--- config.mk ---
export PLATFORM = sky130hd
export DESIGN_NAME = palette_color_fade_sequencer_core_flat
export DESIGN_NICKNAME = d
export VERILOG_FILES = /design/src/hdl/pcfs_pkg.sv /design/src/hdl/pcfs_intf.sv /design/src/hdl/pcfs_div.sv /design/src/hdl/palette_color_fade_sequencer_core.sv /design/src/flat_wrapper.sv
export SDC_FILE = /design/constraint.sdc
export NUM_CORES = 1
export LEC_CHECK = 0
export BUFFER_PORTS_ARGS = -buffer_cell sky130_fd_sc_hd__buf_2
export CORE_ASPECT_RATIO = 0.8
export CORE_MARGIN = 2
export CORE_UTILIZATION = 40
export CTS_CLUSTER_DIAMETER = 200
export DETAILED_ROUTE_END_ITERATION = 8
export PLACE_DENSITY = 0.66
export SYNTH_ARGS = -nofsm -noshare
export SYNTH_HDL_FRONTEND = slang
export SYNTH_SLANG_ARGS = --single-unit
--- constraint.sdc ---
create_clock -name clk_i -period 8 [get_ports clk_i]
set_input_delay 0.8 -clock clk_i [delete_from_list [all_inputs] [get_ports clk_i]]
set_output_delay 0.8 -clock clk_i [all_outputs]
set_load 0.05 [all_outputs]
--- src/hdl/pcfs_pkg.sv ---
// Package with the shared types, codes and palette table of the palette fade sequencer.
package pcfs_pkg;

  localparam int unsigned PALETTE_SIZE_DEF = 6;
  localparam int unsigned COLOR_COUNT      = 6;
  localparam int unsigned CH_COUNT         = 3;
  localparam int unsigned ENTRY_W          = 4;
  localparam int unsigned MODE_W           = 2;
  localparam int unsigned CFG_IDX_W        = 2;
  localparam int unsigned CFG_DATA_W       = 16;
  localparam int unsigned TIME_W           = 32;
  localparam int unsigned CHAN_W           = 8;
  localparam int unsigned FROM_W           = 3;
  localparam int unsigned PROD_W           = 24;
  localparam int unsigned QUO_W            = 8;

  localparam logic [15:0] STEP_PERIOD_RST  = 16'd40;
  localparam logic [15:0] BLEND_PERIOD_RST = 16'd900;
  localparam logic [1:0]  CH_LAST          = 2'(CH_COUNT - 1);

  typedef enum logic [MODE_W-1:0] {
    MODE_TICK    = 2'd0,
    MODE_ENABLE  = 2'd1,
    MODE_DISABLE = 2'd2
  } mode_e;

  typedef enum logic [CFG_IDX_W-1:0] {
    CFG_STEP_PERIOD  = 2'd0,
    CFG_BLEND_PERIOD = 2'd1
  } cfg_idx_e;

  typedef enum logic [2:0] {
    ST_IDLE,
    ST_CHECK,
    ST_PHASE,
    ST_MUL,
    ST_DIV_GO,
    ST_DIV_WAIT,
    ST_EMIT
  } state_e;

  typedef struct packed {
    logic              start;
    logic [PROD_W-1:0] dividend;
    logic [15:0]       divisor;
  } div_req_t;

  typedef struct packed {
    logic             done;
    logic [QUO_W-1:0] quotient;
  } div_rsp_t;

  localparam logic [CHAN_W-1:0] COLORS [COLOR_COUNT][CH_COUNT] = '{
    '{8'd228, 8'd3,   8'd3},
    '{8'd255, 8'd140, 8'd0},
    '{8'd255, 8'd237, 8'd0},
    '{8'd0,   8'd128, 8'd38},
    '{8'd0,   8'd77,  8'd255},
    '{8'd117, 8'd7,   8'd135}
  };

  // Entries past the end of the table read as black.
  function automatic logic [CHAN_W-1:0] color_of(logic [ENTRY_W-1:0] entry, logic [1:0] ch);
    logic [CHAN_W-1:0] val;
    val = '0;
    if ((entry < ENTRY_W'(COLOR_COUNT)) && (ch <= CH_LAST)) begin
      val = COLORS[3'(entry)][ch];
    end
    return val;
  endfunction

endpackage

--- src/hdl/pcfs_intf.sv ---
// Handshake interfaces for the configuration, input and output channels.
interface pcfs_cfg_if;
  logic                               valid;
  logic                               ready;
  logic [pcfs_pkg::CFG_IDX_W-1:0]     index;
  logic [pcfs_pkg::CFG_DATA_W-1:0]    data;

  modport source (output valid, output index, output data, input ready);
  modport sink (input valid, input index, input data, output ready);
endinterface

interface pcfs_in_if;
  logic                               valid;
  logic                               ready;
  logic [pcfs_pkg::MODE_W-1:0]        mode;
  logic [pcfs_pkg::TIME_W-1:0]        now_ms;

  modport source (output valid, output mode, output now_ms, input ready);
  modport sink (input valid, input mode, input now_ms, output ready);
endinterface

interface pcfs_out_if;
  logic                               valid;
  logic                               ready;
  logic [pcfs_pkg::CHAN_W-1:0]        red;
  logic [pcfs_pkg::CHAN_W-1:0]        green;
  logic [pcfs_pkg::CHAN_W-1:0]        blue;
  logic [pcfs_pkg::FROM_W-1:0]        from_entry;
  logic                               lit;

  modport source (output valid, output red, output green, output blue,
                  output from_entry, output lit, input ready);
  modport sink (input valid, input red, input green, input blue,
                input from_entry, input lit, output ready);
endinterface

--- src/hdl/pcfs_div.sv ---
// Shared restoring divider, one quotient bit per cycle, for quotients below 256.
module pcfs_div (
  input  logic                clk_i,
  input  logic                rst_ni,
  input  pcfs_pkg::div_req_t  req_i,
  output pcfs_pkg::div_rsp_t  rsp_o
);
  import pcfs_pkg::*;

  logic              busy_q;
  logic              done_q;
  logic [2:0]        cnt_q;
  logic [PROD_W-1:0] rem_q;
  logic [PROD_W-1:0] dsr_q;
  logic [QUO_W-1:0]  quo_q;
  logic              ge;

  assign ge = rem_q >= dsr_q;

  always_ff @(posedge clk_i or negedge rst_ni) begin
    if (!rst_ni) begin
      busy_q <= 1'b0;
      done_q <= 1'b0;
      cnt_q  <= '0;
    end else begin
      done_q <= 1'b0;
      if (req_i.start) begin
        busy_q <= 1'b1;
        cnt_q  <= '0;
      end else if (busy_q) begin
        cnt_q <= cnt_q + 3'd1;
        if (cnt_q == 3'(QUO_W - 1)) begin
          busy_q <= 1'b0;
          done_q <= 1'b1;
        end
      end
    end
  end

  always_ff @(posedge clk_i) begin
    if (req_i.start) begin
      rem_q <= req_i.dividend;
      dsr_q <= PROD_W'(req_i.divisor) << (QUO_W - 1);
      quo_q <= '0;
    end else if (busy_q) begin
      rem_q <= ge ? (rem_q - dsr_q) : rem_q;
      dsr_q <= dsr_q >> 1;
      quo_q <= {quo_q[QUO_W-2:0], ge};
    end
  end

  assign rsp_o.done     = done_q;
  assign rsp_o.quotient = quo_q;

endmodule

--- src/hdl/palette_color_fade_sequencer_core.sv ---
// Top level of the palette fade sequencer: event sequencer, crossfade datapath and output register.
//
//   channel  dir  payload                                 word accepted when
//   cfg_i    in   index, data                             valid && ready
//   in_i     in   mode, now_ms                            valid && ready
//   out_o    out  red, green, blue, from_entry, lit       valid && ready
//
// An enable, an ignored event or a tick while stopped is handled in the idle state; an early tick ends after the check.
// A disable goes straight to the emit state; an emitted tick runs check, phase and, for each of the three color
// channels, a multiply and a pass through the shared divider, which is skipped with a zero blend period.
// Input ready is high only while the sequencer is idle.
// A finished word waits in the output register while the next input word is taken.
// Reset restores the default periods, stops the animation and clears the last-step and fade-start times.
module palette_color_fade_sequencer_core #(
  parameter int unsigned PALETTE_SIZE = pcfs_pkg::PALETTE_SIZE_DEF
) (
  input  logic       clk_i,
  input  logic       rst_ni,
  pcfs_cfg_if.sink   cfg_i,
  pcfs_in_if.sink    in_i,
  pcfs_out_if.source out_o
);
  import pcfs_pkg::*;

  localparam int unsigned   PosW    = $clog2(PALETTE_SIZE);
  localparam logic [PosW-1:0] PosLast = PosW'(PALETTE_SIZE - 1);

  state_e            state_q, state_d;
  logic              running_q;
  logic [TIME_W-1:0] last_q;
  logic [TIME_W-1:0] fade_q;
  logic [PosW-1:0]   pos_q;
  logic [TIME_W-1:0] now_q;
  logic [15:0]       elapsed_q;
  logic [1:0]        ch_q;
  logic [CHAN_W-1:0] a_q;
  logic              neg_q;
  logic [PROD_W-1:0] prod_q;
  logic [CHAN_W-1:0] res_q [CH_COUNT];
  logic              blank_q;
  logic [15:0]       step_q;
  logic [15:0]       blend_q;

  logic              out_valid_q;
  logic [CHAN_W-1:0] out_red_q, out_green_q, out_blue_q;
  logic [FROM_W-1:0] out_from_q;
  logic              out_lit_q;

  logic              in_acc, cfg_acc, out_free, early, seg_done, blend_zero, neg;
  logic [TIME_W-1:0] diff, elapsed_full;
  logic [PosW-1:0]   pos_nxt;
  logic [CHAN_W-1:0] col_a, col_b, mag, mix;
  logic [PROD_W-1:0] prod_w;
  div_req_t          div_req;
  div_rsp_t          div_rsp;

  assign in_i.ready  = (state_q == ST_IDLE);
  assign cfg_i.ready = 1'b1;
  assign in_acc      = in_i.valid & in_i.ready;
  assign cfg_acc     = cfg_i.valid & cfg_i.ready;
  assign out_free    = !out_valid_q || out_o.ready;

  assign diff         = now_q - last_q;
  assign early        = diff < TIME_W'(step_q);
  assign elapsed_full = now_q - fade_q;
  assign seg_done     = elapsed_full >= TIME_W'(blend_q);
  assign blend_zero   = (blend_q == '0);
  assign pos_nxt      = (pos_q == PosLast) ? '0 : pos_q + PosW'(1);

  assign col_a  = color_of(ENTRY_W'(pos_q), ch_q);
  assign col_b  = color_of(ENTRY_W'(pos_nxt), ch_q);
  assign neg    = col_b < col_a;
  assign mag    = neg ? (col_a - col_b) : (col_b - col_a);
  assign prod_w = PROD_W'(mag) * PROD_W'(elapsed_q);
  assign mix    = neg_q ? (a_q - div_rsp.quotient) : (a_q + div_rsp.quotient);

  assign div_req.start    = (state_q == ST_DIV_GO);
  assign div_req.dividend = prod_q;
  assign div_req.divisor  = blend_q;

  pcfs_div u_div (
    .clk_i  (clk_i),
    .rst_ni (rst_ni),
    .req_i  (div_req),
    .rsp_o  (div_rsp)
  );

  always_ff @(posedge clk_i or negedge rst_ni) begin
    if (!rst_ni) begin
      state_q <= ST_IDLE;
    end else begin
      state_q <= state_d;
    end
  end

  always_comb begin
    state_d = state_q;
    case (state_q)
      ST_IDLE: begin
        if (in_acc) begin
          case (in_i.mode)
            MODE_TICK:    state_d = running_q ? ST_CHECK : ST_IDLE;
            MODE_DISABLE: state_d = ST_EMIT;
            default:      state_d = ST_IDLE;
          endcase
        end
      end
      ST_CHECK:  state_d = early ? ST_IDLE : ST_PHASE;
      ST_PHASE:  state_d = ST_MUL;
      ST_MUL: begin
        if (!blend_zero) begin
          state_d = ST_DIV_GO;
        end else if (ch_q == CH_LAST) begin
          state_d = ST_EMIT;
        end
      end
      ST_DIV_GO: state_d = ST_DIV_WAIT;
      ST_DIV_WAIT: begin
        if (div_rsp.done) begin
          state_d = (ch_q == CH_LAST) ? ST_EMIT : ST_MUL;
        end
      end
      ST_EMIT:   state_d = out_free ? ST_IDLE : ST_EMIT;
      default:   state_d = ST_IDLE;
    endcase
  end

  always_ff @(posedge clk_i or negedge rst_ni) begin
    if (!rst_ni) begin
      step_q    <= STEP_PERIOD_RST;
      blend_q   <= BLEND_PERIOD_RST;
      running_q <= 1'b0;
      last_q    <= '0;
      fade_q    <= '0;
      pos_q     <= '0;
      ch_q      <= '0;
      blank_q   <= 1'b0;
    end else begin
      if (cfg_acc) begin
        case (cfg_i.index)
          CFG_STEP_PERIOD:  step_q  <= cfg_i.data;
          CFG_BLEND_PERIOD: blend_q <= cfg_i.data;
          default: ;
        endcase
      end
      case (state_q)
        ST_IDLE: begin
          if (in_acc) begin
            case (in_i.mode)
              MODE_TICK: blank_q <= 1'b0;
              MODE_ENABLE: begin
                if (!running_q) begin
                  running_q <= 1'b1;
                  pos_q     <= '0;
                  fade_q    <= in_i.now_ms;
                  last_q    <= '0;
                end
              end
              MODE_DISABLE: begin
                running_q <= 1'b0;
                blank_q   <= 1'b1;
              end
              default: ;
            endcase
          end
        end
        ST_CHECK: begin
          if (!early) begin
            last_q <= now_q;
          end
        end
        ST_PHASE: begin
          ch_q <= '0;
          if (seg_done) begin
            pos_q  <= pos_nxt;
            fade_q <= now_q;
          end
        end
        ST_MUL: begin
          if (blend_zero) begin
            ch_q <= ch_q + 2'd1;
          end
        end
        ST_DIV_WAIT: begin
          if (div_rsp.done) begin
            ch_q <= ch_q + 2'd1;
          end
        end
        default: ;
      endcase
    end
  end

  always_ff @(posedge clk_i) begin
    if (in_acc) begin
      now_q <= in_i.now_ms;
    end
    if (state_q == ST_PHASE) begin
      elapsed_q <= seg_done ? '0 : elapsed_full[15:0];
    end
    if (state_q == ST_MUL) begin
      a_q    <= col_a;
      neg_q  <= neg;
      prod_q <= prod_w;
      if (blend_zero) begin
        res_q[ch_q] <= col_b;
      end
    end
    if ((state_q == ST_DIV_WAIT) && div_rsp.done) begin
      res_q[ch_q] <= mix;
    end
    if ((state_q == ST_EMIT) && out_free) begin
      out_red_q   <= blank_q ? '0 : res_q[0];
      out_green_q <= blank_q ? '0 : res_q[1];
      out_blue_q  <= blank_q ? '0 : res_q[2];
      out_from_q  <= FROM_W'(pos_q);
      out_lit_q   <= !blank_q;
    end
  end

  always_ff @(posedge clk_i or negedge rst_ni) begin
    if (!rst_ni) begin
      out_valid_q <= 1'b0;
    end else if ((state_q == ST_EMIT) && out_free) begin
      out_valid_q <= 1'b1;
    end else if (out_o.ready) begin
      out_valid_q <= 1'b0;
    end
  end

  assign out_o.valid      = out_valid_q;
  assign out_o.red        = out_red_q;
  assign out_o.green      = out_green_q;
  assign out_o.blue       = out_blue_q;
  assign out_o.from_entry = out_from_q;
  assign out_o.lit        = out_lit_q;

  a_pos_in_range: assert property (@(posedge clk_i) disable iff (!rst_ni)
    pos_q <= PosLast)
    else $error("Palette position left the palette.");

  a_div_done_waited: assert property (@(posedge clk_i) disable iff (!rst_ni)
    div_rsp.done |-> (state_q == ST_DIV_WAIT))
    else $error("Divider finished while the sequencer was not waiting for it.");

  a_out_from_emit: assert property (@(posedge clk_i) disable iff (!rst_ni)
    $rose(out_valid_q) |-> $past(state_q == ST_EMIT))
    else $error("Output word appeared without an emit step.");

  a_enable_restarts: assert property (@(posedge clk_i) disable iff (!rst_ni)
    (in_acc && (in_i.mode == MODE_ENABLE) && !running_q) |=>
      (running_q && (pos_q == '0)))
    else $error("Enable from the stopped state did not restart the palette.");

endmodule
--- src/flat_wrapper.sv ---
// flat-port wrapper written by rule: the top's interface ports become plain ports
module palette_color_fade_sequencer_core_flat import pcfs_pkg::*;
#(
  parameter int unsigned PALETTE_SIZE = pcfs_pkg::PALETTE_SIZE_DEF
)
  (clk_i, rst_ni, cfg_i_valid, cfg_i_index, cfg_i_data, cfg_i_ready, in_i_valid, in_i_mode, in_i_now_ms, in_i_ready, out_o_valid, out_o_red, out_o_green, out_o_blue, out_o_from_entry, out_o_lit, out_o_ready);
  pcfs_cfg_if cfg_i_i ();
  pcfs_in_if in_i_i ();
  pcfs_out_if out_o_i ();
  input  logic clk_i;
  input  logic rst_ni;
  input wire logic [$bits(cfg_i_i.valid)-1:0] cfg_i_valid;
  input wire logic [$bits(cfg_i_i.index)-1:0] cfg_i_index;
  input wire logic [$bits(cfg_i_i.data)-1:0] cfg_i_data;
  output wire logic [$bits(cfg_i_i.ready)-1:0] cfg_i_ready;
  input wire logic [$bits(in_i_i.valid)-1:0] in_i_valid;
  input wire logic [$bits(in_i_i.mode)-1:0] in_i_mode;
  input wire logic [$bits(in_i_i.now_ms)-1:0] in_i_now_ms;
  output wire logic [$bits(in_i_i.ready)-1:0] in_i_ready;
  output wire logic [$bits(out_o_i.valid)-1:0] out_o_valid;
  output wire logic [$bits(out_o_i.red)-1:0] out_o_red;
  output wire logic [$bits(out_o_i.green)-1:0] out_o_green;
  output wire logic [$bits(out_o_i.blue)-1:0] out_o_blue;
  output wire logic [$bits(out_o_i.from_entry)-1:0] out_o_from_entry;
  output wire logic [$bits(out_o_i.lit)-1:0] out_o_lit;
  input wire logic [$bits(out_o_i.ready)-1:0] out_o_ready;
  assign cfg_i_i.valid = cfg_i_valid;
  assign cfg_i_i.index = cfg_i_index;
  assign cfg_i_i.data = cfg_i_data;
  assign cfg_i_ready = cfg_i_i.ready;
  assign in_i_i.valid = in_i_valid;
  assign in_i_i.mode = in_i_mode;
  assign in_i_i.now_ms = in_i_now_ms;
  assign in_i_ready = in_i_i.ready;
  assign out_o_valid = out_o_i.valid;
  assign out_o_red = out_o_i.red;
  assign out_o_green = out_o_i.green;
  assign out_o_blue = out_o_i.blue;
  assign out_o_from_entry = out_o_i.from_entry;
  assign out_o_lit = out_o_i.lit;
  assign out_o_i.ready = out_o_ready;
  palette_color_fade_sequencer_core #(.PALETTE_SIZE(PALETTE_SIZE)) u_core (.clk_i(clk_i), .rst_ni(rst_ni), .cfg_i(cfg_i_i), .in_i(in_i_i), .out_o(out_o_i));
endmodule
Word level (Yosys, flattened, before mapping) --
Memory sizes are Yosys's and may differ from the RTL's. A register that Yosys moved wholly into a read port is not among the register bits. Cells that the tools add are included.
Storage, ports and cells: input port bits 57, memory bits (read-only) 384, memories kept 3, RAM bits 24, word-level logic and storage cells 167, output and inout bits 31, register bits after elaboration 252
Memory list:
- (name not given) | depth 8, width 24, rd ports 1, clocked after Yosys merged registers in 0, wr ports 0, line pcfs_pkg.sv:67 | val = COLORS[3'(entry)][ch];
- (name not given) | depth 8, width 24, rd ports 1, clocked after Yosys merged registers in 0, wr ports 0, line pcfs_pkg.sv:67
- u_core.res_q | depth 3, width 8, rd ports 3, clocked after Yosys merged registers in 3, wr ports 1, line palette_color_fade_sequencer_core.sv:39 | logic [CHAN_W-1:0] res_q [CH_COUNT];
Cells by class: multiply operators 1, equality and inequality tests 20, bitwise operators 5, order comparisons 10, $add $sub $neg 10, multiplexer cells 66, reduce and logical (&&, ||, !) cells 28
Operators with widths (count):
- 32-bit 2-to-1 mux | 8
- 24-bit 2-to-1 mux | 7
- 32-bit one-hot mux with 2 select lines | 2
- 8-bit 2-to-1 mux | 9
- 32-bit subtractor | 2
- 23-bit 2-to-1 mux | 2
- 3-bit 2-to-1 mux | 13
- 8-bit binary-select mux with 2-bit select | 2
- 32-bit by 16-bit greater-or-equal comparator with 1-bit output | 1
- 32-bit by 16-bit less-than comparator with 1-bit output | 1
- 24-bit by 23-bit greater-or-equal comparator with 1-bit output | 1
- 8-bit by 16-bit multiplier with 24-bit output | 1
- 24-bit by 23-bit subtractor with 24-bit output | 1
- 8-bit subtractor | 3
- 3-bit one-hot mux with 7 select lines | 1
- 16-bit logical NOT | 1
- 3-bit == test, second input constant | 5
- 1-bit 2-to-1 mux | 14
- 2-bit nonzero test | 7
- 3-bit one-hot mux with 2 select lines | 2
- 3-bit AND reduction | 4
- 2-bit inequality test, second input constant | 5
- 5-bit AND reduction | 2
- 8-bit adder | 1
- other kinds (27) | 45

Longest topological paths before layout --
Gate-level depths: netlist of run 1.
word-level depth 13, gate-level depth with buffers 40, mapped depth without buffers 40

Modules after synthesis --
Synthesis of run 1 repeated with hierarchy kept, for this count alone.
Second synthesis, totals: cell total of the unflattened synthesis 2671, area, all modules 24631.1 µm²
Modules (own cells, without submodules):
- palette_color_fade_sequencer_core | cells an instance 2265, times used 1, area an instance 20811.2 µm²
- pcfs_div | cells an instance 406, times used 1, area an instance 3819.9 µm²

Worst setup path after synthesis of run 1 --
Ideal clock, no wire load.
kind flip-flop to flip-flop, from reg u_core.pos_q[2], to reg u_core.prod_q[23] (data pin), period minus slack after synthesis 8.720 ns, stages on the path, launching flop included 39, library setup time 0.260 ns, buffers on the path 3, slack -0.720 ns, required time 7.740 ns, arrival 8.461 ns, cell sequence dfrtp_1 > clkbuf_1 > inv_1 > ha_1 > o21ai_0 > a21oi_1 > o21ai_0 > ha_1 > inv_1 > fa_1 > a21o_1 > a21o_1 > a21oi_1 > nor2_1 > o41ai_4 > clkbuf_1 > nor3_1 > a31oi_1 > [3 not listed] > fa_1 > fa_1 > inv_1 > fa_1 > inv_1 > fa_1 > inv_1 > ha_1 > nand2_1 > a21o_1 > a31oi_1 > a41oi_1 > a21oi_1 > a211oi_1 > nor3_1 > a21o_1 > a21oi_1 > xnor2_1
Between the ends: word-level cells in the longest chain between the ends 13, elaborated cells between the ends (all ways) 28, those cells by class 3 x add/sub; 1 x mul; 3 x order compare; 1 x eq/ne; 14 x mux; 2 x bitwise; 2 x reduce/logical; 2 x memory
Ends and longest elaborated chain:
- start: declaration | line palette_color_fade_sequencer_core.sv:32 | logic [PosW-1:0] pos_q;
- start signal: assignment | line palette_color_fade_sequencer_core.sv:175 | pos_q <= pos_nxt;
- 3-bit by 1-bit adder with 3-bit output / 3-bit == test (equally long branches) | line palette_color_fade_sequencer_core.sv:68 | assign pos_nxt = (pos_q == PosLast) ? '0 : pos_q + PosW'(1);
- 3-bit 2-to-1 mux | line palette_color_fade_sequencer_core.sv:68
- 3-bit inverter with 4-bit output (implied by the code) | line pcfs_pkg.sv:67
- memory 8 x 24 bit
- 24-bit 2-to-1 mux (implied by the code) (2 in series) | line pcfs_pkg.sv:67
- 8-bit binary-select mux with 2-bit select | line pcfs_pkg.sv:67
- 8-bit 2-to-1 mux (implied by the code) (2 in series) | line pcfs_pkg.sv:67
- 8-bit 2-to-1 mux | line pcfs_pkg.sv:66 | if ((entry < ENTRY_W'(COLOR_COUNT)) && (ch <= CH_LAST)) begin
- 8-bit less-than comparator (*) | line palette_color_fade_sequencer_core.sv:72 | assign neg = col_b < col_a;
- named net u_core.neg | line palette_color_fade_sequencer_core.sv:49 | logic in_acc, cfg_acc, out_free, early, seg_done, blend_zero, neg;
- 8-bit 2-to-1 mux (*) | line palette_color_fade_sequencer_core.sv:73 | assign mag = neg ? (col_a - col_b) : (col_b - col_a);
- 8-bit by 16-bit multiplier with 24-bit output (*) | line palette_color_fade_sequencer_core.sv:74 | assign prod_w = PROD_W'(mag) * PROD_W'(elapsed_q);
- named net u_core.prod_w[23] | line palette_color_fade_sequencer_core.sv:53 | logic [PROD_W-1:0] prod_w;
- end signal: assignment | line palette_color_fade_sequencer_core.sv:204 | prod_q <= prod_w;
- end: declaration | line palette_color_fade_sequencer_core.sv:38 | logic [PROD_W-1:0] prod_q;
The timed path passes the listed nets; every way through them passes the cells marked *. The select of a mux whose other input is x is not followed. A chain may end at the register's enable or synchronous reset.

Final worst setup path of run 1 --
from reg u_core.pos_q[0], to reg u_core.prod_q[23] (data pin)
Between the ends: word-level cells in the longest chain between the ends 13, elaborated cells between the ends (all ways) 28, those cells by class 3 x add/sub; 1 x mul; 3 x order compare; 1 x eq/ne; 14 x mux; 2 x bitwise; 2 x reduce/logical; 2 x memory
Ends and longest elaborated chain (line):
- 3-bit by 1-bit adder with 3-bit output / 3-bit == test (equally long branches) | palette_color_fade_sequencer_core.sv:68
- 3-bit 2-to-1 mux | palette_color_fade_sequencer_core.sv:68
- 3-bit inverter with 4-bit output (implied by the code) | pcfs_pkg.sv:67
- memory 8 x 24 bit
- 24-bit 2-to-1 mux (implied by the code) (2 in series) | pcfs_pkg.sv:67
- 8-bit binary-select mux with 2-bit select | pcfs_pkg.sv:67
- 8-bit 2-to-1 mux (implied by the code) (2 in series) | pcfs_pkg.sv:67
- 8-bit 2-to-1 mux | pcfs_pkg.sv:66
- 8-bit subtractor / 8-bit less-than comparator (equally long branches) | palette_color_fade_sequencer_core.sv:73, palette_color_fade_sequencer_core.sv:72
- 8-bit 2-to-1 mux (*) | palette_color_fade_sequencer_core.sv:73
- 8-bit by 16-bit multiplier with 24-bit output (*) | palette_color_fade_sequencer_core.sv:74
- named net u_core.prod_w[23] | palette_color_fade_sequencer_core.sv:53
Marked as above.

==> parameters.txt, run 1 <==
Parameter                              Value

Cells and area
  Diode insertion count for antenna repair    0
  Most used cells in the layout excluding fill and tap cells    312 x sky130_fd_sc_hd__inv_1, 185 x sky130_fd_sc_hd__ha_1, 181 x sky130_fd_sc_hd__nor2_1
  Post-route cell area    0.0276 mm2
  Layout overhead on the synthesized area    14.8%
  Utilization after layout    46.4%
  Fraction of layout cells with a size suffix above 1    17.0%
  Combined area of the multi-input logic cells    0.0145 mm2
  Number of nets in the layout    between 3000 and 4000
  Commonest non-fill, non-tap cell in the layout    sky130_fd_sc_hd__inv_1
  Fill cells    approximately 5600
  Footprint of the flip-flops and latches    just over 0.008 mm2

Routing
  Antenna-violating nets left    0
  Routed wirelength normalized by instance count    roughly 18 um
  Ratio of routed vias to standard cells    around 5.5
  Detailed-router iteration count before antenna repair    6
  Residual DRC    0
  Initial detailed-routing violation count    around 1500
  Vias after detailed routing    19300
  Routed WL    approximately 64000 um

Place
  Placement-stage cell area    between 0.02 and 0.03 mm2
  Post-DP HPWL    a little under 50000 um
  Final GP Congestion    slightly above 0.9
  Port buffer count    86

STA
  Worst setup margin    -0.264 ns
  Final worst path period need    roughly 8.3 ns
  Number of endpoints with negative hold slack in the final report    0
  Unrepaired setup endpoints after global routing    yes
  Slew at the pin closest to its max-slew limit    around 1.2 ns
  Count of endpoints failing setup in the final report    3
  Max-slew headroom at the worst pin    a little under a quarter
  Max Slew Vio Count    0
  Worst Skew    ~0.027 ns
  Final hold slack    about 0.27 ns
  Final cycle utilization of the critical path    103%
  Max Freq    about 0.12 GHz
  Final total negative setup slack    -0.509 ns

Synth
  Count of different cell masters after synthesis    between 100 and 150
  Cell taking the most area after synthesis    sky130_fd_sc_hd__edfxtp_1
  Synthesized netlist net count    2915
  Cell count after synthesis    roughly 2600
  Count of synthesis-stage warnings from yosys    0
  Sequential cell area fraction in the yosys report    around a third
  Synthesized flop and latch total    300
  Post-synth top area share    between 20 and 25%
  Async set or reset register ratio after synthesis    ~37%
  Post-Synthesis Mean Instance Area    9.35 um2
  Number of flops mapped to enable cells by yosys    around 170
  Leading cell types by total area after synthesis    sky130_fd_sc_hd__edfxtp_1 22%, sky130_fd_sc_hd__dfrtp_1 11%, sky130_fd_sc_hd__ha_1 10%
  Ys flop type    sky130_fd_sc_hd__edfxtp_1
  Netlist area before placement    ~0.024 mm2

Clock network
  # hold bufs at CTS    0
  Total clock buffers created by CTS    36
  Total clock sinks    300
  Number of buffers on the longest clock path    3
  Clk_lat worst skew    0.56 ns
  Total number of H-tree levels    2
  Register clock-pin slew on the reported worst setup and hold paths    roughly 0.070 ns
  Root Buffer Master    sky130_fd_sc_hd__clkbuf_16
  CTS tree    built

Setup path
  Family with the most delay on the worst path    adder cells
  Worst setup SP type    register
  Data arrival at the endpoint of the critical path    ~8.6 ns
  Nature of the critical path endpoint    register
  Critical-path cell with the highest stage delay    sky130_fd_sc_hd__fa_1
  Largest incremental delay on the critical path    approximately 0.54 ns
  Top fanout value on the critical path    5
  Crit path kind    register to register
  Worst Path Required    approximately 8.3 ns
  Buf/Inv on CP    6

Global routing
  Antenna violations before repair    1
  Number of global-route vias before repair    18900
  Maximum number of pins on one net before global-route repair    82
  Final global-route overflow total    0
  Overall track demand over capacity in global routing    20.3%
  Global-route wire length before repair    approximately 100000 um

Die
  Die outline area    between 0.06 and 0.07 mm2
  Initial core utilization    about two fifths
  Die height    about 220 um
  Site Rows    80
  Area of the placeable core    a little under 0.06 mm2
  Die X-Extent    278 um
  I/O pin count    between 80 and 90

Outcome
  Violations in the final reports    negative setup slack
  Status    complete, but fails checks

Flow run
  Number of max-cap violations    0

Min path
  Min-delay worst type    input pin to asynchronous set/reset pin
==> cell type report <==
| cell class | count | share of cell area (%) |
|---|---|---|
| tap | 779 | 3.53 |
| timing repair buffer | 204 | 4.91 |
| multi-input combinational | 1839 | 52.7 |
| clock buffer | 49 | 3.66 |
| inverter | 328 | 4.48 |
| clock inverter | 16 | 0.603 |
| sequential | 300 | 30.1 |
==> through the flow <==
step           setup WS (ns)  cells
2_1_floorplan        0.00266   2568
3_3_place_gp          -0.143   3439
3_5_place_dp          -0.248   3439
4_1_cts              -0.0128   3510
5_1_grt               -0.558   3515
6_report              -0.264   3515
==> worst paths after layout <==
path,startpoint,to,slack (ns),depth (start not counted)
setup / recovery,u_core.pos_q[0],u_core.prod_q[23],-0.26,39
hold / removal,rst_ni,u_core.last_q[21],0.27,1
setup reg to reg,u_core.pos_q[0],u_core.prod_q[23],-0.26,39
hold reg to reg,u_core.last_q[12],u_core.last_q[12],0.50,2
min in group clk_i,in_i_now_ms[0],u_core.now_q[0],0.45,1
max in group asynchronous,rst_ni,u_core.step_q[4],6.38,2
==> metal layers <==
| layer | routed length [um] | vias up | global-route usage (%) |
|---|---|---|---|
| met5 | 11 | - | 0 |
| met4 | 2210 | 2 | 7.34 |
| met1 | 29200 | 9373 | 28.0 |
| li1 | - | 9296 | - |
| met3 | 3830 | 123 | 3.61 |
| met2 | 28600 | 542 | 31.9 |
==> kinds of logic after synthesis <==
family	share of synthesized area, %
muxes	2.49
xor gates and xnor gates	3.32
AOI/OAI and AO/OA	16.1
adders and majority gates	17.9
other	0.0156
buffers and inverters	7.08
DFF	34.6
and+or+nand+nor	18.5
==> sequential cells by signal, summed over array words and instances (netlist names), 16 cells and up <==
| signal | cells |
|---|---|
| u_core.elapsed_q | 16 |
| u_core.now_q | 32 |
| u_core.step_q | 16 |
| u_core.res_q | 24 |
| u_core.u_div.rem_q | 24 |
| u_core.blend_q | 16 |
| u_core.u_div.dsr_q | 23 |
| u_core.prod_q | 24 |
| u_core.last_q | 32 |
| u_core.fade_q | 32 |
==> cells in the mapped netlist (7+ instances only) <==
cell and n:
sky130_fd_sc_hd__a211oi_1 25, sky130_fd_sc_hd__a21o_1 36, sky130_fd_sc_hd__a21oi_1 130, sky130_fd_sc_hd__a31oi_1 16, sky130_fd_sc_hd__and2_1 90, sky130_fd_sc_hd__and3_1 16, sky130_fd_sc_hd__and4_1 11, sky130_fd_sc_hd__buf_2 12
sky130_fd_sc_hd__clkbuf_1 77, sky130_fd_sc_hd__dfrtp_1 106, sky130_fd_sc_hd__dfxtp_1 15, sky130_fd_sc_hd__edfxtp_1 173, sky130_fd_sc_hd__fa_1 90, sky130_fd_sc_hd__ha_1 200, sky130_fd_sc_hd__inv_1 326, sky130_fd_sc_hd__mux2_2 22
sky130_fd_sc_hd__mux2i_1 35, sky130_fd_sc_hd__nand2_1 179, sky130_fd_sc_hd__nand2b_1 31, sky130_fd_sc_hd__nand3_1 53, sky130_fd_sc_hd__nand3_2 28, sky130_fd_sc_hd__nand4_1 16, sky130_fd_sc_hd__nor2_1 184, sky130_fd_sc_hd__nor2b_1 75
sky130_fd_sc_hd__nor3_1 48, sky130_fd_sc_hd__nor3b_1 7, sky130_fd_sc_hd__nor4_1 15, sky130_fd_sc_hd__o211ai_1 16, sky130_fd_sc_hd__o21a_1 23, sky130_fd_sc_hd__o21ai_0 100, sky130_fd_sc_hd__o21ai_1 18, sky130_fd_sc_hd__o21ai_2 28
sky130_fd_sc_hd__o21bai_1 7, sky130_fd_sc_hd__o22ai_1 37, sky130_fd_sc_hd__o31a_1 38, sky130_fd_sc_hd__o31ai_1 15, sky130_fd_sc_hd__or3_1 13, sky130_fd_sc_hd__or4_1 35, sky130_fd_sc_hd__xnor2_1 62, sky130_fd_sc_hd__xor2_1 29
==> timing repair <==
item	in CTS	in global routing
pin swaps	8	50
gates resized for setup	19	50
gates cloned	0	0
setup endpoints to repair	6	12
buffers inserted	6	5
Power of run 1 is not shown: default switching activity piles up to over one toggle a cycle in this logic, so the estimate is an artifact.
==> run 2: changes to the inputs <==
TNS_END_PERCENT = 1   (was default)
==> run 2 against run 1 <==
Utilization decreased by 0.12 points. Critical path depth decreased by 1. The flow still finishes with violations (negative setup slack). Worst setup slack got worse by 0.0080 ns. First-iteration DRC count increased by 4.5%. Wire length decreased by 0.35%. Register-to-register slack about the same. Highest routed layer unchanged. Hold slack got worse by 0.0032 ns. Global-route usage unchanged.
==> parameters.txt, run 2 (synthesis results as in run 1) <==
Parameter                              Value

Outcome
  Status    complete, but fails checks
  Violations in the final reports    negative setup slack

Setup path
  Minimum setup slack among reg-to-reg paths    -0.27 ns (about the same)
  Crit path kind    register to register
  Depth of the critical timing path with buffers and inverters included    38 (-2.6%)
  Buf/Inv on CP    5 (-1)
  Worst-case reg-to-reg path depth    38 (-2.6%)
  Nature of the critical path endpoint    register
  Worst Path Required    8.31 ns (about the same)
  Startpoint of the most critical register-to-register path    u_core.pos_q[0]
  Family with the most delay on the worst path    adder cells
  Largest incremental delay on the critical path    0.52 ns (-0.02 ns)
  Data arrival at the endpoint of the critical path    8.59 ns (about the same)
  Reg-to-reg endpoint    u_core.prod_q[23]
  Top fanout value on the critical path    5 (unchanged)
  Worst setup SP type    register
  Critical-path cell with the highest stage delay    sky130_fd_sc_hd__fa_1

Place
  Port buffer count    86 (unchanged)
  Final GP Congestion    0.925 (unchanged)
  Post-DP HPWL    48500 um (unchanged)
  Cell count after placement    3439 (unchanged)

Routing
  Initial detailed-routing violation count    1563 (+4.5%)
  Residual DRC    0 (unchanged)
  Antenna-violating nets left    0 (unchanged)
  Ratio of routed vias to standard cells    5.50 (-0.11%)
  Detailed-router iteration count before antenna repair    7 (+1)
  Vias after detailed routing    19300 (-0.13%)
  Routed wirelength normalized by instance count    18.1 um (-0.32%)
  Routed WL    63600 um (-0.35%)

Die
  Die height    223 um (unchanged)
  Initial core utilization    40.4% (unchanged)
  Site Rows    80 (unchanged)
  Die X-Extent    278 um (unchanged)
  Area of the placeable core    0.0595 mm2 (unchanged)
  I/O pin count    88 (unchanged)
  Die outline area    0.0620 mm2 (unchanged)

Global routing
  Number of global-route vias before repair    18900 (unchanged)
  Global-route wire length before repair    101000 um (unchanged)
  Antenna violations before repair    1 (unchanged)
  Maximum number of pins on one net before global-route repair    82 (unchanged)
  Final global-route overflow total    0 (unchanged)
  Overall track demand over capacity in global routing    20.3% (unchanged)

STA
  Final worst path period need    8.27 ns (+0.00796 ns)
  Max-slew headroom at the worst pin    23.4% (+0.87 points)
  Final cycle utilization of the critical path    103% (about the same)
  Number of endpoints with negative hold slack in the final report    0 (unchanged)
  Worst setup margin    -0.272 ns (-0.00796 ns)
  Worst Skew    0.0282 ns (+0.00149 ns)
  Max Slew Vio Count    0 (unchanged)
  Max Freq    0.121 GHz (about the same)
  Count of endpoints failing setup in the final report    5 (+2)
  Unrepaired setup endpoints after global routing    yes
  Slew at the pin closest to its max-slew limit    1.15 ns (-0.0130 ns)

Clock network
  Total clock buffers created by CTS    36 (unchanged)
  CTS tree    built
  Total number of H-tree levels    2 (unchanged)
  Register clock-pin slew on the reported worst setup and hold paths    0.07 ns (about the same)
  Clk_lat worst skew    0.56 ns (about the same)
  Total clock sinks    300 (unchanged)
  # hold bufs at CTS    0 (unchanged)
  Number of buffers on the longest clock path    3 (unchanged)
  Root Buffer Master    sky130_fd_sc_hd__clkbuf_16

Cells and area
  Most used cells in the layout excluding fill and tap cells    316 x sky130_fd_sc_hd__inv_1, 185 x sky130_fd_sc_hd__ha_1, 181 x sky130_fd_sc_hd__nor2_1
  Fraction of layout cells with a size suffix above 1    16.5% (-0.50 points)
  Fill cells    5629 (+0.20%)
  Commonest non-fill, non-tap cell in the layout    sky130_fd_sc_hd__inv_1
  Registers with the most flip-flops    u_core.fade_q x32, u_core.last_q x32, u_core.now_q x32
  Layout overhead on the synthesized area    14.5%
  Post-layout instance count excluding filler cells    3514 (-0.028%)
  Number of nets in the layout    3054 (-0.065%)

Flow run
  Number of max-cap violations    0 (unchanged)

Min path
  Min-delay worst type    input pin to asynchronous set/reset pin
==> run 2: cell types whose count changed in the layout (fill, tap and decap cells not counted), moves of 2 or more <==
cell / before / now
sky130_fd_sc_hd__inv_2: 13 / 9
sky130_fd_sc_hd__nand2_1: 172 / 175
sky130_fd_sc_hd__nand2_2: 6 / 4
sky130_fd_sc_hd__inv_1: 312 / 316
sky130_fd_sc_hd__buf_6: 3 / 1
==> run 2: stage by stage <==
stage          worst slack [ns]  utilization, %  setup TNS, ns  hold WS (ns)  cell area (um2)
2_1_floorplan           0.00266               -              0         0.424            24200
3_3_place_gp             -0.143            43.7         -0.316         0.481            26000
3_5_place_dp             -0.248            43.7         -0.725         0.488            26000
4_1_cts                 -0.0128            46.0        -0.0128         0.272            27300
5_1_grt                  -0.563            46.3          -2.99         0.306            27500
6_report                 -0.272            46.3         -0.673         0.268            27500
==> run 2: how the worst max path moves through the flow <==
stage,slack [ns],from,end
global placement,-0.14,u_core.pos_q[0],u_core.prod_q[23]
global route,-0.56,u_core.pos_q[0],u_core.prod_q[23]
finish,-0.27,u_core.pos_q[0],u_core.prod_q[23]
floorplan,0.003,u_core.pos_q[1],u_core.prod_q[23]
CTS,-0.01,u_core.pos_q[0],u_core.prod_q[23]
detailed placement,-0.25,u_core.pos_q[0],u_core.prod_q[23]
==> run 2: timing repair <==
item / 4_1_cts / 5_1_grt
gates resized for setup: 19 / 31
setup endpoints to repair: 6 / 12
pin swaps: 8 / 38
hold endpoints to repair: 0 / 0
buffers inserted: 6 / 3
==> run 2: cell type report <==
type	count	area, um2	share of cell area [%]
Multi-Input combinational cell	1839	14500	52.6
Inverter	328	1240	4.49
Clock buffer	49	1010	3.67
Clock inverter	16	166	0.605
Timing Repair Buffer	202	1330	4.84
Sequential cell	300	8310	30.2
Tap cell	779	975	3.54
Antenna cell	1	2.50	0.00909
==> run 2: metal layers <==
| metal | global-route usage [%] | wire length [um] | up-vias | part of all wire [%] |
|---|---|---|---|---|
| met3 | 3.61 | 3730 | 125 | 5.9 |
| li1 | - | - | 9300 | - |
| met4 | 7.34 | 2200 | 2 | 3.5 |
| met2 | 31.9 | 28500 | 508 | 45 |
| met5 | 0 | 11 | - | 0.017 |
| met1 | 28.0 | 29100 | 9375 | 46 |
Power of run 2 is left out for the same reason.
==> run 3: changes to the inputs <==
CTS_BUF_LIST = sky130_fd_sc_hd__clkbuf_4 sky130_fd_sc_hd__clkbuf_8   (was default)
==> run 3 against run 2 <==
Die area unchanged. Via count up 0.31%. Sequential cell count is the same. First-iteration DRC count rose by 1.8%. Register-to-register slack about the same. Global-route usage hardly changed. Worst setup slack gained 0.0051 ns. Clock skew hardly changed. Clock-buffer cell count grew 25. Non-clock buffer count unchanged. The flow still finishes with violations (negative setup slack). Highest routed layer unchanged. Utilization decreased by 0.061 points. Critical endpoint unchanged. Cell area is 0.13% lower.
==> parameters.txt, run 3 (synthesis results as in run 1) <==
Parameter                              Value

Place
  Post-DP HPWL    48500 um (unchanged)
  Port buffer count    86 (unchanged)
  Final GP Congestion    0.925 (unchanged)

Global routing
  Maximum number of pins on one net before global-route repair    82 (unchanged)
  Antenna violations before repair    2 (+1)
  Global-route wire length before repair    102000 um (+0.20%)
  Final global-route overflow total    0 (unchanged)
  Number of global-route vias before repair    19000 (+0.42%)
  Overall track demand over capacity in global routing    20.3% (about the same)

STA
  Max Freq    0.121 GHz (about the same)
  Number of endpoints with negative hold slack in the final report    0 (unchanged)
  Worst Skew    0.0282 ns (-0.0000673 ns)
  Slew at the pin closest to its max-slew limit    1.12 ns (-0.0318 ns)
  Max-slew headroom at the worst pin    25.5% (+2.1 points)
  Unrepaired setup endpoints after global routing    yes
  Final cycle utilization of the critical path    103% (about the same)
  Worst setup margin    -0.267 ns (+0.00512 ns)
  Max Slew Vio Count    0 (unchanged)
  Count of endpoints failing setup in the final report    5 (unchanged)
  Final worst path period need    8.27 ns (-0.00512 ns)

Outcome
  Violations in the final reports    negative setup slack
  Status    complete, but fails checks

Routing
  Residual DRC    0 (unchanged)
  Routed WL    63600 um (about the same)
  Initial detailed-routing violation count    1591 (+1.8%)
  Ratio of routed vias to standard cells    5.46 (-0.68%)
  Antenna-violating nets left    0 (unchanged)
  Routed wirelength normalized by instance count    17.9 um (-0.90%)
  Vias after detailed routing    19400 (+0.31%)
  Detailed-router iteration count before antenna repair    5 (-2)

Die
  Die outline area    0.0620 mm2 (unchanged)
  Initial core utilization    40.4% (unchanged)
  Die height    223 um (unchanged)
  I/O pin count    88 (unchanged)
  Die X-Extent    278 um (unchanged)
  Area of the placeable core    0.0595 mm2 (unchanged)
  Site Rows    80 (unchanged)

Setup path
  Worst-case reg-to-reg path depth    38 (unchanged)
  Critical-path cell with the highest stage delay    sky130_fd_sc_hd__fa_1
  Crit path kind    register to register
  Nature of the critical path endpoint    register
  Data arrival at the endpoint of the critical path    8.66 ns (+0.07 ns)
  Minimum setup slack among reg-to-reg paths    -0.27 ns (about the same)
  Worst setup SP type    register
  Largest incremental delay on the critical path    0.52 ns (about the same)
  Buf/Inv on CP    5 (unchanged)
  Top fanout value on the critical path    5 (unchanged)
  Family with the most delay on the worst path    adder cells
  Worst Path Required    8.39 ns (+0.08 ns)
  Startpoint of the most critical register-to-register path    u_core.pos_q[0]
  Reg-to-reg endpoint    u_core.prod_q[23]

Cells and area
  Registers with the most flip-flops    u_core.fade_q x32, u_core.last_q x32, u_core.now_q x32
  Footprint of the flip-flops and latches    0.00831 mm2 (unchanged)
  Commonest non-fill, non-tap cell in the layout    sky130_fd_sc_hd__inv_1
  Combined area of the multi-input logic cells    0.0145 mm2 (about the same)
  Utilization after layout    46.2% (-0.061 points)
  Most used cells in the layout excluding fill and tap cells    316 x sky130_fd_sc_hd__inv_1, 186 x sky130_fd_sc_hd__ha_1, 181 x sky130_fd_sc_hd__nor2_1
  Fraction of layout cells with a size suffix above 1    17.7% (+1.2 points)
  Layout overhead on the synthesized area    14.4%
  Number of nets in the layout    3071 (+0.56%)
  Fill cells    5654 (+0.44%)

Clock network
  Total clock sinks    300 (unchanged)
  CTS tree    built
  Total clock buffers created by CTS    53 (+47%)
  Total number of H-tree levels    2 (unchanged)
  Clk_lat worst skew    0.66 ns (+0.10 ns)
  Number of buffers on the longest clock path    3 (unchanged)
  Register clock-pin slew on the reported worst setup and hold paths    0.07 ns (about the same)
  Root Buffer Master    sky130_fd_sc_hd__clkbuf_8
  # hold bufs at CTS    0 (unchanged)

Flow run
  Number of max-cap violations    0 (unchanged)

Min path
  Min-delay worst type    input pin to asynchronous set/reset pin
==> run 3: cell types whose count changed in the layout (fill, tap and decap cells not counted), sizes merged <==
cell / previous run / this run
bufinv: 2 / 3
clkbuf: 49 / 74
clkinv: 8 / 21
inv: 333 / 329
==> run 3: metrics by stage <==
stage | TNS, ns | cell area, um2 | worst slack [ns] | std cells | hold WS (ns)
3_3_place_gp | -0.316 | 26000 | -0.143 | 3439 | 0.481
4_1_cts | -0.0815 | 27300 | -0.0413 | 3545 | 0.136
2_1_floorplan | 0 | 24200 | 0.00266 | 2568 | 0.424
6_report | -0.663 | 27500 | -0.267 | 3549 | 0.157
5_1_grt | -3.10 | 27500 | -0.578 | 3549 | 0.179
3_5_place_dp | -0.725 | 26000 | -0.248 | 3439 | 0.488
==> run 3: worst max-delay path by stage <==
stage,startpoint,end,slack [ns],depth (start not counted)
floorplan,u_core.pos_q[1],u_core.prod_q[23],0.003,39
global placement,u_core.pos_q[0],u_core.prod_q[23],-0.14,37
detailed placement,u_core.pos_q[0],u_core.prod_q[23],-0.25,37
CTS,u_core.pos_q[0],u_core.prod_q[23],-0.04,38
global route,u_core.pos_q[0],u_core.prod_q[23],-0.58,39
finish,u_core.pos_q[0],u_core.prod_q[23],-0.27,38
==> run 3: area by class of cell <==
class / count / share of cell area, %
sequential: 300 / 30.2
clock buffer: 74 / 3.39
tap: 779 / 3.55
timing repair buffer: 202 / 4.85
inverter: 328 / 4.50
multi-input combinational: 1839 / 52.7
antenna: 1 / 0.00911
clock inverter: 26 / 0.770
==> run 3: per-layer routing <==
metal / global-route usage, % / wire [um] / vias up
met5: 0 / 10 / -
met4: 7.22 / 2050 / 2
met3: 3.65 / 3980 / 124
met2: 31.7 / 28400 / 542
met1: 28.2 / 29200 / 9359
li1: - / - / 9343
==> run 3: repair_timing <==
item                                    4_1_cts  5_1_grt
buffers inserted                              6        3
endpoints found under the setup margin        6       12
gates cloned                                  0        0
pin swaps                                     8       38
resized for setup                            18       32
Power of run 3 is left out for the same reason.
